==> config.mk <==
export PLATFORM = sky130hd
export DESIGN_NAME = page_frame_pool_lru_flat
export DESIGN_NICKNAME = d
export VERILOG_FILES = /design/src/hw/rtl/pfpl_pkg.sv /design/src/hw/rtl/pfpl_if.sv /design/src/hw/rtl/pfpl_frame_cell.sv /design/src/hw/rtl/pfpl_queue_cell.sv /design/src/hw/rtl/page_frame_pool_lru.sv /design/src/flat_wrapper.sv
export SDC_FILE = /design/constraint.sdc
export NUM_CORES = 2
export LEC_CHECK = 0
export BUFFER_PORTS_ARGS = -buffer_cell sky130_fd_sc_hd__buf_4
export CAP_MARGIN = 20
export CORE_MARGIN = 3
export CORE_UTILIZATION = 45
export DETAILED_ROUTE_END_ITERATION = 7
export MAX_ROUTING_LAYER = met4
export SLEW_MARGIN = 5
export SYNTH_ARGS = -nofsm -noshare
export SYNTH_HDL_FRONTEND = slang
export SYNTH_SLANG_ARGS = --single-unit
==> constraint.sdc <==
create_clock -name clock -period 10.4 [get_ports clock]
set_input_delay 2.6 -clock clock [delete_from_list [all_inputs] [get_ports clock]]
set_output_delay 2.6 -clock clock [all_outputs]
set_load 0.02 [all_outputs]
==> src/hw/rtl/pfpl_pkg.sv <==
package pfpl_pkg;
   localparam int FRAMES    = 16;
   localparam int PAGE_BITS = 32;
   localparam int PIN_BITS  = 8;
   localparam int FIDX_BITS = (FRAMES > 1) ? $clog2(FRAMES) : 1;
   localparam int CNT_BITS  = $clog2(FRAMES + 1);
   localparam int LIM_BITS  = 5;

   localparam logic [2:0] OP_FETCH   = 3'd0;
   localparam logic [2:0] OP_INSTALL = 3'd1;
   localparam logic [2:0] OP_UNPIN   = 3'd2;
   localparam logic [2:0] OP_DELETE  = 3'd3;
   localparam logic [2:0] OP_FLUSH   = 3'd4;

   localparam logic [2:0] ST_OK        = 3'd0;
   localparam logic [2:0] ST_INVALID   = 3'd1;
   localparam logic [2:0] ST_ALLPINNED = 3'd2;
   localparam logic [2:0] ST_PINNED    = 3'd3;
   localparam logic [2:0] ST_NOTRES    = 3'd4;
   localparam logic [2:0] ST_UNDERFLOW = 3'd5;
   localparam logic [2:0] ST_OVERFLOW  = 3'd6;

   localparam logic [PIN_BITS-1:0] PIN_MAX = '1;

   typedef struct packed {
      logic [2:0]           opcode;
      logic [PAGE_BITS-1:0] page_number;
      logic                 mark_dirty;
   } req_type;

   typedef struct packed {
      logic [2:0]           status;
      logic [3:0]           frame_index;
      logic                 was_resident;
      logic                 load_needed;
      logic                 evicted;
      logic                 writeback;
      logic [PAGE_BITS-1:0] writeback_page;
   } rsp_type;

   // frame directory cell state
   typedef struct packed {
      logic                 valid;
      logic [PAGE_BITS-1:0] page;
      logic [PIN_BITS-1:0]  pins;
      logic                 dirty;
   } frame_type;

   // command broadcast to frame cells on update
   typedef struct packed {
      logic                 wr;
      logic [FIDX_BITS-1:0] idx;
      frame_type            data;
   } fcmd_type;
endpackage

==> src/hw/rtl/pfpl_if.sv <==
interface pfpl_req_if;
   import pfpl_pkg::*;
   logic    valid;
   logic    ready;
   req_type payload;
   modport source (output valid, payload, input ready);
   modport sink   (input valid, payload, output ready);
endinterface

interface pfpl_rsp_if;
   import pfpl_pkg::*;
   logic    valid;
   logic    ready;
   rsp_type payload;
   modport source (output valid, payload, input ready);
   modport sink   (input valid, payload, output ready);
endinterface

interface pfpl_csr_if;
   logic       valid;
   logic       ready;
   logic [4:0] payload;
   modport source (output valid, payload, input ready);
   modport sink   (input valid, payload, output ready);
endinterface

==> src/hw/rtl/pfpl_frame_cell.sv <==
module pfpl_frame_cell (
   input  logic                       clock,
   input  logic                       reset,
   input  logic [pfpl_pkg::FIDX_BITS-1:0] my_idx,
   input  pfpl_pkg::fcmd_type         cmd,
   input  logic [pfpl_pkg::PAGE_BITS-1:0] key,
   output pfpl_pkg::frame_type        state,
   output logic                       hit
);
   import pfpl_pkg::*;
   frame_type st_ff, st_in;

   always_comb begin
      st_in = st_ff;
      if (cmd.wr && cmd.idx == my_idx) st_in = cmd.data;
   end

   always_ff @(posedge clock) begin
      if (reset) begin
         st_ff.valid <= 1'b0;
         st_ff.pins  <= '0;
         st_ff.dirty <= 1'b0;
      end else begin
         st_ff.valid <= st_in.valid;
         st_ff.pins  <= st_in.pins;
         st_ff.dirty <= st_in.dirty;
      end
      st_ff.page <= st_in.page;
   end

   assign state = st_ff;
   assign hit   = st_ff.valid && st_ff.page == key;
endmodule

==> src/hw/rtl/pfpl_queue_cell.sv <==
// one slot of the unpinned queue; compacts by taking its right neighbour
module pfpl_queue_cell (
   input  logic                           clock,
   input  logic                           occ_left,
   input  logic [pfpl_pkg::FIDX_BITS-1:0] ent_right,
   input  logic                           shift,
   input  logic                           load,
   input  logic [pfpl_pkg::FIDX_BITS-1:0] load_val,
   output logic [pfpl_pkg::FIDX_BITS-1:0] ent
);
   import pfpl_pkg::*;
   logic [FIDX_BITS-1:0] ent_ff, ent_in;

   always_comb begin
      ent_in = ent_ff;
      if (load) ent_in = load_val;
      else if (shift && occ_left) ent_in = ent_right;
   end

   always_ff @(posedge clock) begin
      ent_ff <= ent_in;
   end

   assign ent = ent_ff;
endmodule

==> src/hw/rtl/page_frame_pool_lru.sv <==
// channel | dir | ports | content
// req     | in  | req_  | opcode, page_number, mark_dirty
// rsp     | out | rsp_  | status, frame_index, was_resident, load_needed,
//         |     |       | evicted, writeback, writeback_page
// csr     | in  | csr_  | frames_in_use
// One item at a time: lookup and decide, then a queue scan one slot a cycle.
// One that takes its frame out of the unpinned queue adds the scan, and an unpin
// to zero pins adds an append after it.
// Reset is synchronous; directory and queue empty, frames_in_use 16.
// A held result stalls acceptance of the next item.
module page_frame_pool_lru (
   input logic   clock,
   input logic   reset,
   pfpl_req_if.sink   req,
   pfpl_rsp_if.source rsp,
   pfpl_csr_if.sink   csr
);
   import pfpl_pkg::*;

   localparam logic [1:0] S_IDLE = 2'd0;
   localparam logic [1:0] S_LOOK = 2'd1;
   localparam logic [1:0] S_REM  = 2'd2;
   localparam logic [1:0] S_PUSH = 2'd3;

   logic [1:0]           state_ff;
   req_type              item_ff;
   logic [LIM_BITS-1:0]  lim_ff;
   logic [CNT_BITS-1:0]  cnt_ff;
   logic [FIDX_BITS-1:0] rem_ff;   // frame to remove from queue
   logic                 push_ff;
   logic [CNT_BITS-1:0]  pos_ff;   // compaction scan position
   logic                 rv_ff;
   rsp_type              rsp_ff;

   frame_type            fst [FRAMES];
   logic [FRAMES-1:0]    hits;
   logic [FIDX_BITS-1:0] qent [FRAMES];
   fcmd_type             cmd;

   // compaction: slots from first match onward take right neighbour
   logic [FRAMES-1:0] qshift, qload;
   logic [FRAMES-1:0] qocc;

   genvar g;
   generate
      for (g = 0; g < FRAMES; g++) begin : g_cells
         pfpl_frame_cell u_fc (
            .clock(clock), .reset(reset), .my_idx(FIDX_BITS'(g)), .cmd(cmd),
            .key(item_ff.page_number), .state(fst[g]), .hit(hits[g]));
         pfpl_queue_cell u_qc (
            .clock(clock), .occ_left(qocc[g]),
            .ent_right((g == FRAMES-1) ? qent[g] : qent[(g+1) % FRAMES]),
            .shift(qshift[g]), .load(qload[g]), .load_val(rem_ff),
            .ent(qent[g]));
         assign qocc[g] = 1'b1;
      end
   endgenerate

   // lookup
   logic                 hit_any;
   logic [FIDX_BITS-1:0] hit_idx;
   logic                 free_any;
   logic [FIDX_BITS-1:0] free_idx;
   logic [LIM_BITS-1:0]  lim_eff;
   always_comb begin
      hit_any = 1'b0; hit_idx = '0; free_any = 1'b0; free_idx = '0;
      lim_eff = (lim_ff == '0) ? LIM_BITS'(1)
              : (lim_ff > LIM_BITS'(FRAMES)) ? LIM_BITS'(FRAMES) : lim_ff;
      for (int i = FRAMES-1; i >= 0; i--) begin
         if (hits[i]) begin hit_any = 1'b1; hit_idx = FIDX_BITS'(i); end
         if (!fst[i].valid && LIM_BITS'(i) < lim_eff) begin
            free_any = 1'b1; free_idx = FIDX_BITS'(i);
         end
      end
   end

   logic invalid;
   assign invalid = &item_ff.page_number;

   // decision
   rsp_type  r;
   fcmd_type c;
   logic     do_rem, do_push;
   logic [FIDX_BITS-1:0] rem_idx;
   frame_type hf, vf;
   logic [FIDX_BITS-1:0] v;
   always_comb begin
      r = '0; c = '0; do_rem = 1'b0; do_push = 1'b0; rem_idx = '0;
      hf = fst[hit_idx];
      v  = free_any ? free_idx : qent[0];
      vf = fst[v];
      case (item_ff.opcode)
         OP_FETCH, OP_INSTALL: begin
            if (invalid) r.status = ST_INVALID;
            else if (hit_any) begin
               r.was_resident = 1'b1; r.frame_index = 4'(hit_idx);
               if (hf.pins == PIN_MAX) r.status = ST_OVERFLOW;
               else begin
                  c.wr = 1'b1; c.idx = hit_idx; c.data = hf;
                  c.data.pins = hf.pins + 1'b1;
                  do_rem = 1'b1; rem_idx = hit_idx;
               end
            end else if (!free_any && cnt_ff == '0) r.status = ST_ALLPINNED;
            else begin
               if (vf.valid) begin
                  r.evicted = 1'b1;
                  if (vf.dirty) begin
                     r.writeback = 1'b1; r.writeback_page = vf.page;
                  end
               end
               c.wr = 1'b1; c.idx = v;
               c.data.valid = 1'b1; c.data.page = item_ff.page_number;
               c.data.pins = PIN_BITS'(1); c.data.dirty = 1'b0;
               do_rem = 1'b1; rem_idx = v;
               r.frame_index = 4'(v);
               r.load_needed = (item_ff.opcode == OP_FETCH);
            end
         end
         OP_UNPIN: begin
            if (!hit_any) r.status = ST_NOTRES;
            else begin
               r.was_resident = 1'b1; r.frame_index = 4'(hit_idx);
               if (hf.pins == '0) r.status = ST_UNDERFLOW;
               else begin
                  c.wr = 1'b1; c.idx = hit_idx; c.data = hf;
                  c.data.dirty = hf.dirty | item_ff.mark_dirty;
                  c.data.pins = hf.pins - 1'b1;
                  if (hf.pins == PIN_BITS'(1)) begin
                     do_rem = 1'b1; do_push = 1'b1; rem_idx = hit_idx;
                  end
               end
            end
         end
         OP_DELETE: begin
            if (invalid) r.status = ST_INVALID;
            else if (hit_any) begin
               r.was_resident = 1'b1; r.frame_index = 4'(hit_idx);
               if (hf.pins != '0) r.status = ST_PINNED;
               else begin
                  c.wr = 1'b1; c.idx = hit_idx; c.data = hf;
                  c.data.valid = 1'b0; c.data.dirty = 1'b0;
                  do_rem = 1'b1; rem_idx = hit_idx;
               end
            end
         end
         default: begin
            if (!hit_any) r.status = ST_NOTRES;
            else begin
               r.was_resident = 1'b1; r.frame_index = 4'(hit_idx);
               if (hf.dirty) begin
                  r.writeback = 1'b1; r.writeback_page = hf.page;
                  c.wr = 1'b1; c.idx = hit_idx; c.data = hf;
                  c.data.dirty = 1'b0;
               end
            end
         end
      endcase
      if (state_ff != S_LOOK) c.wr = 1'b0;
   end
   assign cmd = c;

   // removal walk: at position pos, if entry matches, drop it (shift rest)
   logic pos_in_range;
   logic [FIDX_BITS-1:0] pos_idx;
   logic match;
   assign pos_in_range = pos_ff < cnt_ff;
   assign pos_idx = pos_ff[FIDX_BITS-1:0];
   assign match = pos_in_range && qent[pos_idx] == rem_ff;
   always_comb begin
      qshift = '0; qload = '0;
      if (state_ff == S_REM && match)
         for (int i = 0; i < FRAMES; i++)
            qshift[i] = (CNT_BITS'(i) >= pos_ff) && (CNT_BITS'(i) < cnt_ff - 1'b1);
      if (state_ff == S_PUSH && cnt_ff < CNT_BITS'(FRAMES))
         for (int i = 0; i < FRAMES; i++)
            qload[i] = (CNT_BITS'(i) == cnt_ff);
   end

   logic rsp_free;
   assign rsp_free = !rv_ff || rsp.ready;
   assign req.ready = (state_ff == S_IDLE) && rsp_free;
   assign csr.ready = 1'b1;
   assign rsp.valid = rv_ff;
   assign rsp.payload = rsp_ff;

   always_ff @(posedge clock) begin
      if (reset) begin
         state_ff <= S_IDLE; lim_ff <= LIM_BITS'(16); cnt_ff <= '0;
         rv_ff <= 1'b0; push_ff <= 1'b0; pos_ff <= '0;
      end else begin
         if (csr.valid) lim_ff <= csr.payload;
         if (rv_ff && rsp.ready) rv_ff <= 1'b0;
         case (state_ff)
            S_IDLE: begin
               if (req.valid && req.ready && req.payload.opcode <= OP_FLUSH)
                  state_ff <= S_LOOK;
            end
            S_LOOK: begin
               rv_ff <= 1'b1; rsp_ff <= r;
               rem_ff <= rem_idx; push_ff <= do_push; pos_ff <= '0;
               state_ff <= do_rem ? S_REM : S_IDLE;
            end
            S_REM: begin
               if (match) begin
                  cnt_ff <= cnt_ff - 1'b1;
                  state_ff <= push_ff ? S_PUSH : S_IDLE;
               end else if (!pos_in_range) begin
                  state_ff <= push_ff ? S_PUSH : S_IDLE;
               end else pos_ff <= pos_ff + 1'b1;
            end
            default: begin
               if (cnt_ff < CNT_BITS'(FRAMES)) cnt_ff <= cnt_ff + 1'b1;
               state_ff <= S_IDLE;
            end
         endcase
      end
      if (req.valid && req.ready) item_ff <= req.payload;
   end
endmodule

==> src/flat_wrapper.sv <==
// flat-port wrapper written by rule: the top's interface ports become plain ports
module page_frame_pool_lru_flat import pfpl_pkg::*;
  (clock, reset, req_valid, req_payload, req_ready, rsp_valid, rsp_payload, rsp_ready, csr_valid, csr_payload, csr_ready);
  pfpl_req_if req_i ();
  pfpl_rsp_if rsp_i ();
  pfpl_csr_if csr_i ();
  input logic clock;
  input logic reset;
  input wire logic [$bits(req_i.valid)-1:0] req_valid;
  input wire logic [$bits(req_i.payload)-1:0] req_payload;
  output wire logic [$bits(req_i.ready)-1:0] req_ready;
  output wire logic [$bits(rsp_i.valid)-1:0] rsp_valid;
  output wire logic [$bits(rsp_i.payload)-1:0] rsp_payload;
  input wire logic [$bits(rsp_i.ready)-1:0] rsp_ready;
  input wire logic [$bits(csr_i.valid)-1:0] csr_valid;
  input wire logic [$bits(csr_i.payload)-1:0] csr_payload;
  output wire logic [$bits(csr_i.ready)-1:0] csr_ready;
  assign req_i.valid = req_valid;
  assign req_i.payload = req_payload;
  assign req_ready = req_i.ready;
  assign rsp_valid = rsp_i.valid;
  assign rsp_payload = rsp_i.payload;
  assign rsp_i.ready = rsp_ready;
  assign csr_i.valid = csr_valid;
  assign csr_i.payload = csr_payload;
  assign csr_ready = csr_i.ready;
  page_frame_pool_lru u_core (.clock(clock), .reset(reset), .req(req_i), .rsp(rsp_i), .csr(csr_i));
endmodule
## Word level (Yosys, flattened, before mapping)

Cells that the tools add are included.

- Add/sub/neg operators: 5
- $lt $le $gt $ge: 53
- Equality and inequality tests: 61
- Muxes and demuxes: 180
- Bitwise operators: 7
- Reductions and logical operators: 124

Operators by type and width:

| operator | number |
|---|---|
| $mux W47 | 11 |
| $eq A32 B32 Y1 | 16 |
| $bmux W42 S4 | 2 |
| $mux W4 | 75 |
| $mux W42 | 4 |
| $pmux W47 S3 | 1 |
| $mux W33 | 3 |
| $lt A4 B5 Y1 const A | 15 |
| $logic_and A1 B1 Y1 | 71 |
| $mux W35 | 2 |
| $pmux W33 S2 | 1 |
| $mux W1 | 47 |
| $eq A4 B5 Y1 const A | 8 |
| $lt A3 B5 Y1 const A | 8 |
| $mux W40 | 1 |
| $mux W5 | 8 |
| $reduce_bool A2 Y1 | 18 |
| $ge A4 B5 Y1 const A | 7 |
| $mux W34 | 1 |
| $eq A4 B4 Y1 const B | 8 |
| $reduce_and A32 Y1 | 1 |
| $pmux W8 S3 | 1 |
| $eq A3 B5 Y1 const A | 4 |
| $ge A3 B5 Y1 const A | 4 |
| other kinds (54) | 113 |

- Bits in registers: 838
- Input bits: 46
- Output and inout port bits: 46
- Logic and storage cells: 527

## Logic depth before layout (Yosys ltp)

- Depth after elaboration: 32
- Mapped depth: 30
- Gate-level depth less buffers: 22

## Modules after synthesis

Synthesis repeated with hierarchy kept, for this count alone.

- Cells, all modules: 5356
- Area total of the unflattened synthesis: 50061.8 sq um

By module, submodules not included:

| module | instances | cells each | area an instance (sq um) | seq. area each (sq um) |
|---|---|---|---|---|
| pfpl_frame_cell | 16 | 133 | 1808.0 | 1161.1 |
| page_frame_pool_lru | 1 | 3084 | 18351.4 | 2872.8 |
| pfpl_queue_cell | 16 | 9 | 173.9 | 120.1 |

## Least setup slack after synthesis

OpenSTA, ideal clock, no wires.

- Kind: register -> register
- Start: reg u_core.item_ff[14] (netlist name)
- End: reg u_core.g_cells[7].u_fc.st_ff (netlist bit u_core.g_cells[7].u_fc.state[10]), enable pin
- Setup time: 0.466 ns
- Arrival: 7.762 ns
- Required time: 9.934 ns
- Path slack: 2.173 ns
- Stages on the path, launching flop included: 28
- Path buffers: 6
- Clock period less this slack: 8.227 ns
- Cells stage by stage: edfxtp_1 > buf_6 > xor2_1 > nor4_1 > nand4_1 > or4_1 > clkbuf_1 > nand4_1 > a211oi_4 > a211oi_2 > buf_6 > buf_6 > clkbuf_1 > mux2i_1 > mux2i_1 > mux2i_1 > ha_1 > inv_1 > nor3_1 > nand4_1 > o21ai_1 > a21oi_1 > or2_1 > clkbuf_1 > or3_1 > a2bb2oi_2 > nand2_1 > nor3_1

- Cells in the longest elaborated chain, start to end: 29
- Elaborated cells between the ends (all ways): 86
- Those cells by class: eq/ne (18); mux (47); bitwise (1); reduce/logical (20)

RTL lines:

| what | RTL line | text |
|---|---|---|
| start, declared | page_frame_pool_lru.sv:26 | `req_type item_ff;` |
| start signal, assigned | page_frame_pool_lru.sv:217 | `if (req.valid && req.ready) item_ff <= req.payload;` |
| $eq A32 B32 Y1 | pfpl_frame_cell.sv:32 | `assign hit = st_ff.valid && st_ff.page == key;` |
| $logic_and A1 B1 Y1 | pfpl_frame_cell.sv:32 |  |
| $mux W4 (16 in a row) | page_frame_pool_lru.sv:70 | `if (hits[i]) begin hit_any = 1'b1; hit_idx = FIDX_BITS'(i); end` |
| $not A4 Y5 (implied by the code) | page_frame_pool_lru.sv:89 | `hf = fst[hit_idx];` |
| $bmux W42 S4 | page_frame_pool_lru.sv:89 |  |
| $mux W42 (implied by the code) (2 in a row) | page_frame_pool_lru.sv:89 |  |
| $eq A8 B8 Y1 or $reduce_bool A8 Y1 (tied branches) | page_frame_pool_lru.sv:97, page_frame_pool_lru.sv:138 |  |
| $mux W47, on equally long branches | page_frame_pool_lru.sv:97, page_frame_pool_lru.sv:138 |  |
| $mux W47, on equally long branches | page_frame_pool_lru.sv:95, page_frame_pool_lru.sv:136 |  |
| $mux W47, on equally long branches | page_frame_pool_lru.sv:94, page_frame_pool_lru.sv:135 |  |
| $pmux W47 S3 (*) | page_frame_pool_lru.sv:92 | `case (item_ff.opcode)` |
| $eq A4 B3 Y1 or $mux W1 (tied branches) | pfpl_frame_cell.sv:15, page_frame_pool_lru.sv:158 |  |
| $logic_and A1 B1 Y1 (*) | pfpl_frame_cell.sv:15 | `if (cmd.wr && cmd.idx == my_idx) st_in = cmd.data;` |
| end, declared | pfpl_frame_cell.sv:11 | `frame_type st_ff, st_in;` |

Every way passes the cells marked *; elsewhere a longest branch is shown, timed or not. The select of a mux whose other input is x is not followed.
A chain may end at the register's enable or synchronous reset.

## Worst setup path after layout

- Start: reg u_core.item_ff[14] (netlist name)
- End: reg u_core.g_cells[0].u_fc.st_ff (netlist bit u_core.g_cells[0].u_fc.state[36]), enable pin

- Cells in the longest elaborated chain, start to end: 29
- Elaborated cells between the ends (all ways): 86
- Those cells by class: eq/ne (17); mux (47); bitwise (1); reduce/logical (21)

RTL lines:

| what | RTL line |
|---|---|
| $eq A32 B32 Y1 | pfpl_frame_cell.sv:32 |
| $logic_and A1 B1 Y1 | pfpl_frame_cell.sv:32 |
| $mux W4 (16 in a row) | page_frame_pool_lru.sv:70 |
| $not A4 Y5 (implied by the code) | page_frame_pool_lru.sv:89 |
| $bmux W42 S4 | page_frame_pool_lru.sv:89 |
| $mux W42 (implied by the code) (2 in a row) | page_frame_pool_lru.sv:89 |
| $eq A8 B8 Y1 or $reduce_bool A8 Y1 (tied branches) | page_frame_pool_lru.sv:97, page_frame_pool_lru.sv:138 |
| $mux W47, on equally long branches | page_frame_pool_lru.sv:97, page_frame_pool_lru.sv:138 |
| $mux W47, on equally long branches | page_frame_pool_lru.sv:95, page_frame_pool_lru.sv:136 |
| $mux W47, on equally long branches | page_frame_pool_lru.sv:94, page_frame_pool_lru.sv:135 |
| $pmux W47 S3 (*) | page_frame_pool_lru.sv:92 |
| $logic_not A4 Y1 or $mux W1 (tied branches) | pfpl_frame_cell.sv:15, page_frame_pool_lru.sv:158 |
| $logic_and A1 B1 Y1 (*) | pfpl_frame_cell.sv:15 |
| end, declared | pfpl_frame_cell.sv:11 |

Marked as above.

==> out/results.txt <==
The run finished with clean final reports. In the routed design, unresolved DRC markers number 0. For the worst clock skew on the final layout, the log shows 0.0437 ns. The final critical-path required period is 9.37 ns.

The count of endpoints failing hold in the final timing report was 0; the via count of the routed design was 43,210. The total overflow left after global routing is 0. Path type of the worst min-delay path: reg -> reg. Initial standard-cell utilization of the core: 0.457. Once the clock tree was built, the resizer swapped 0 gates to a different size. At the later pin of the worst-skew pair, clock insertion delay measures 0.72 ns. The critical path is of the reg -> reg type. The clock passes through at most 3 buffers. Setup repair after global routing left no endpoint under its margin.

The mapped netlist covers 50,200 µm². The TritonCTS sink count was 838. The logs give 6 for the detailed-routing iteration count for the pre-antenna-repair pass and 138 for the largest net degree at the start of global routing. The global-route wire length before repair is 320,000 µm. The logs give 0 for the number of failing setup endpoints in the final timing report and 110,000 µm² for the area of the placeable core. The tree is rooted in a sky130_fd_sc_hd__clkbuf_16.

The buffer count from post-CTS setup fixing is 0, and the number of violations reported at the end of detailed-routing iteration 0 is 6,137. The number of synthesis warnings was 0. For the number of maximum-capacitance constraint violations, the log shows 0.

The run gives 0 as the number of slew-limit violations in the final report. For the final routed database, the setup TNS stands at 0 ns. The internal portion of the total power is 6.04 mW.

The floorplan step set the die width to 340 µm. For this run, the top clock speed supported by timing is 0.107 GHz. The number of buffers and inverters on the critical path is 5. The count of unique library cells instantiated by Yosys is 102, and the post-detailed-route wirelength per cell is 36.4 µm. The average instance in the mapped netlist occupies 10.3 µm².

Share of total power consumed by net switching: 0.292. Data on the critical path arrives at its endpoint at 9.69 ns. Dividing the detail-routed via count by the number of cells gives 6.75.

Counting flops with a built-in enable in the synthesized netlist gives 659. The worst-path maximum fanout was 32. The run gives 96 as the total clock buffers created by CTS. At the pin with the least slew margin, the transition time is 1.17 ns. The floorplan has 121 rows. The primary flip-flop cell chosen by synthesis mapping is sky130_fd_sc_hd__edfxtp_1. Synthesis handed over a netlist of 4,854 instances. After the last flow step, the layout net total stands at 4,902. Layout cell share with drive strength beyond 1: 0.141. The part of the Yosys area used for sequential elements was 0.465; the total routing resource utilization after global routing was 0.402. The logs give 0.457 ns for the tightest hold margin and 0.446 for the proportion of power drawn by flip-flops and latches. The number of global-route vias before repair is 39,704.

Kind of cell adding the most delay to the critical path: simple AND/OR/NAND/NOR gates. The final layout contains routed wiring with a total length of 233,000 µm. The share of the clock period used by the worst path is 0.901. At the worst endpoint, the required time is 10.72 ns. For this design, the slowest cell found on the critical path is sky130_fd_sc_hd__edfxtp_1. The peak per-stage delay on the critical path is 1.12 ns, and the die footprint is 116,000 µm².

The maximum vdd drop came out at 0.000147 V. The run gives 0.141 as the combinational group share of total power. The tools report the initial antenna violation count as 1. The die is 340 µm tall.

After clock tree synthesis, the flow added hold-fix buffers numbering 0. The count of nets left with antenna violations once routing finished came out at 0. Proportion of synthesized flip-flops having asynchronous set or reset: 0.

TritonCTS built the clock tree. STA classifies the critical path endpoint as a flop. The tools report the share of power burned in the clock network as 0.413.

The cell that appears most often on the critical path is sky130_fd_sc_hd__mux2i_1. After synthesis the netlist holds a flip-flop and latch count of 838. Summed over all nets, the half-perimeter wirelength after detailed placement is 172,000 µm. After clock tree synthesis, the clock-pin slew on the worst setup and hold paths is 0.06 ns. Relative slew slack: 0.221.

The level count of the clock H-tree came out at 3. The boundary pin count is 92. In this run the power density over the cells is 153 nW/µm². Summed over all cells, the static leakage comes to 19.4 nW. The last weighted congestion value of the routability-driven placer came out at 1.07. STA classifies the critical path startpoint as a flop.

Synthesis produced a netlist with a net count of 4,922. From synthesis to final layout, the design area changed by 11.0%. For this design the total switching power over the nets is 2.49 mW. The number of input and output port buffers inserted was 90.
-- worst register-to-register path, delay by kind of cell (launching register included) --
kind | cells | cell delay, ns
AND/OR/NAND/NOR | 9 | 2.87
AO/OA/AOI/OAI | 5 | 2.06
buffers and inverters | 5 | 1.69
flip-flops | 1 | 1.12
multiplexers | 4 | 0.76
adder cells (fa/ha/maj) | 1 | 0.31
XOR/XNOR | 1 | 0.12
-- cell type report --
class / count / area, µm²
fill: 9857 / 54000
tap: 1476 / 1850
clock inverter: 49 / 493
sequential: 838 / 23400
multi-input combinational: 3604 / 25200
antenna: 5 / 12.5
timing repair buffer: 240 / 1880
clock buffer: 132 / 2730
inverter: 54 / 205
-- power groups by stage --
| stage | Sequential (mW) | Clock (mW) | Combinational [mW] |
|---|---|---|---|
| 5_1_grt | 3.80 | 3.68 | 1.22 |
| 3_3_place_gp | 3.87 | 0 | 1.16 |
| 3_5_place_dp | 3.87 | 0 | 1.15 |
| 6_report | 3.80 | 3.52 | 1.20 |
| 4_1_cts | 3.80 | 3.54 | 1.15 |
| 2_1_floorplan | 3.81 | 0 | 0.666 |
-- metrics by stage --
stage	util	instances	instance area, µm²	power, mW	setup slack, ns
after CTS	0.508	6393	55700	8.49	1.34
after floorplan	-	4854	50200	4.47	2.17
after global routing	0.508	6395	55700	8.70	0.818
final	0.508	6398	55700	8.52	1.03
after global placement	0.478	6210	52500	5.02	1.57
after detailed placement	0.478	6212	52500	5.01	1.41
-- layout by cell type (no fill, tap or decap), types with 16 or more instances in the layout --
cell type	netlist	final
sky130_fd_sc_hd__xor2_1	407	407
sky130_fd_sc_hd__a21oi_1	118	118
sky130_fd_sc_hd__mux4_2	53	53
sky130_fd_sc_hd__xnor2_1	124	124
sky130_fd_sc_hd__dfxtp_1	179	179
sky130_fd_sc_hd__ha_1	22	22
sky130_fd_sc_hd__o21ai_1	26	37
sky130_fd_sc_hd__o22ai_1	32	31
sky130_fd_sc_hd__nand2b_1	19	19
sky130_fd_sc_hd__and2_1	86	85
sky130_fd_sc_hd__nand3_1	168	168
sky130_fd_sc_hd__clkbuf_16	0	103
sky130_fd_sc_hd__nor2_4	4	16
sky130_fd_sc_hd__nor2_1	315	304
sky130_fd_sc_hd__o211ai_1	86	86
sky130_fd_sc_hd__clkinv_1	4	19
sky130_fd_sc_hd__o31ai_1	44	43
sky130_fd_sc_hd__nand2_1	563	561
sky130_fd_sc_hd__edfxtp_1	659	659
sky130_fd_sc_hd__clkinv_2	0	19
sky130_fd_sc_hd__clkbuf_1	208	25
sky130_fd_sc_hd__inv_1	50	45
sky130_fd_sc_hd__o21ai_0	308	284
sky130_fd_sc_hd__mux2i_1	314	314
sky130_fd_sc_hd__nor3_1	60	57
sky130_fd_sc_hd__buf_4	27	233
sky130_fd_sc_hd__nand4b_1	19	19
sky130_fd_sc_hd__or4_1	22	22
sky130_fd_sc_hd__nand4_1	79	79
sky130_fd_sc_hd__nor4_1	180	180
sky130_fd_sc_hd__a211oi_1	98	98
sky130_fd_sc_hd__a311oi_1	69	69
sky130_fd_sc_hd__mux2_2	163	163
-- synthesized netlist by cell type (6+ instances only) --
master                     number  area (µm²)
sky130_fd_sc_hd__a211oi_1      98         736
sky130_fd_sc_hd__a21o_1        10        75.1
sky130_fd_sc_hd__a21oi_1      118         591
sky130_fd_sc_hd__a311oi_1      69         604
sky130_fd_sc_hd__a31o_2         6        52.6
sky130_fd_sc_hd__a31oi_1       15        93.8
sky130_fd_sc_hd__and2_1        86         538
sky130_fd_sc_hd__and3_1        16         100
sky130_fd_sc_hd__and4_1         7        61.3
sky130_fd_sc_hd__buf_1         51         191
sky130_fd_sc_hd__buf_2         44         220
sky130_fd_sc_hd__buf_4         27         203
sky130_fd_sc_hd__buf_6         27         304
sky130_fd_sc_hd__clkbuf_1     208         781
sky130_fd_sc_hd__dfxtp_1      179        3580
sky130_fd_sc_hd__edfxtp_1     659       19800
sky130_fd_sc_hd__ha_1          22         275
sky130_fd_sc_hd__inv_1         50         188
sky130_fd_sc_hd__mux2_2       163        1840
sky130_fd_sc_hd__mux2i_1      314        3140
sky130_fd_sc_hd__mux4_2        53        1190
sky130_fd_sc_hd__nand2_1      563        2110
sky130_fd_sc_hd__nand2b_1      19         119
sky130_fd_sc_hd__nand3_1      168         841
sky130_fd_sc_hd__nand4_1       79         494
sky130_fd_sc_hd__nand4b_1      19         166
sky130_fd_sc_hd__nor2_1       315        1180
sky130_fd_sc_hd__nor2b_1       12        75.1
sky130_fd_sc_hd__nor3_1        60         300
sky130_fd_sc_hd__nor4_1       180        1130
sky130_fd_sc_hd__nor4b_1       11        96.3
sky130_fd_sc_hd__o211ai_1      86         646
sky130_fd_sc_hd__o21a_1         7        52.6
sky130_fd_sc_hd__o21ai_0      308        1540
sky130_fd_sc_hd__o21ai_1       26         130
sky130_fd_sc_hd__o22ai_1       32         200
sky130_fd_sc_hd__o31ai_1       44         330
sky130_fd_sc_hd__o32ai_1       15         131
sky130_fd_sc_hd__or2_2         10        62.6
sky130_fd_sc_hd__or3_1         15        93.8
sky130_fd_sc_hd__or4_1         22         165
sky130_fd_sc_hd__xnor2_1      124        1090
sky130_fd_sc_hd__xor2_1       407        3560
-- final timing paths --
kind / startpoint / endpoint / slack (ns) / cells past startpoint
min: u_core.g_cells[6].u_fc.state[8] / u_core.g_cells[6].u_fc.state[8] / 0.46 / 2
max: u_core.item_ff[14] / u_core.g_cells[0].u_fc.state[36] / 1.03 / 25
min reg2reg: u_core.g_cells[6].u_fc.state[8] / u_core.g_cells[6].u_fc.state[8] / 0.46 / 2
max reg2reg: u_core.item_ff[14] / u_core.g_cells[0].u_fc.state[36] / 1.03 / 25
-- per-layer routing --
metal,share of wire,routed length (µm),global-route usage,vias up
met4,0.062,14500,0.195,0
li1,-,-,-,18041
met5,0,0,-,-
met3,0.11,25400,0.0718,573
met2,0.43,100000,0.587,3007
met1,0.40,92400,0.539,21589
-- cells by family after synthesis --
kind of cell,share of synthesized area
fa+ha+maj,0.00548
xor+xnor,0.0929
other cells,0.0000747
flops,0.465
compound gates,0.118
buf+inv,0.0380
mux,0.123
simple gates,0.157
-- flip-flops by register name, summed over array words and instances, names as in the netlist --
name	cells
u_core.rsp.payload	43
u_core.push_ff	1
u_core.pos_ff	5
u_core.g_cells.u_fc.state	672
u_core.item_ff	36
u_core.rem_ff	4
u_core.lim_ff	5
u_core.g_cells.u_qc.ent	64
u_core.cnt_ff	5
u_core.rsp.valid	1
u_core.state_ff	2
Power figures use the tool's default switching activity.
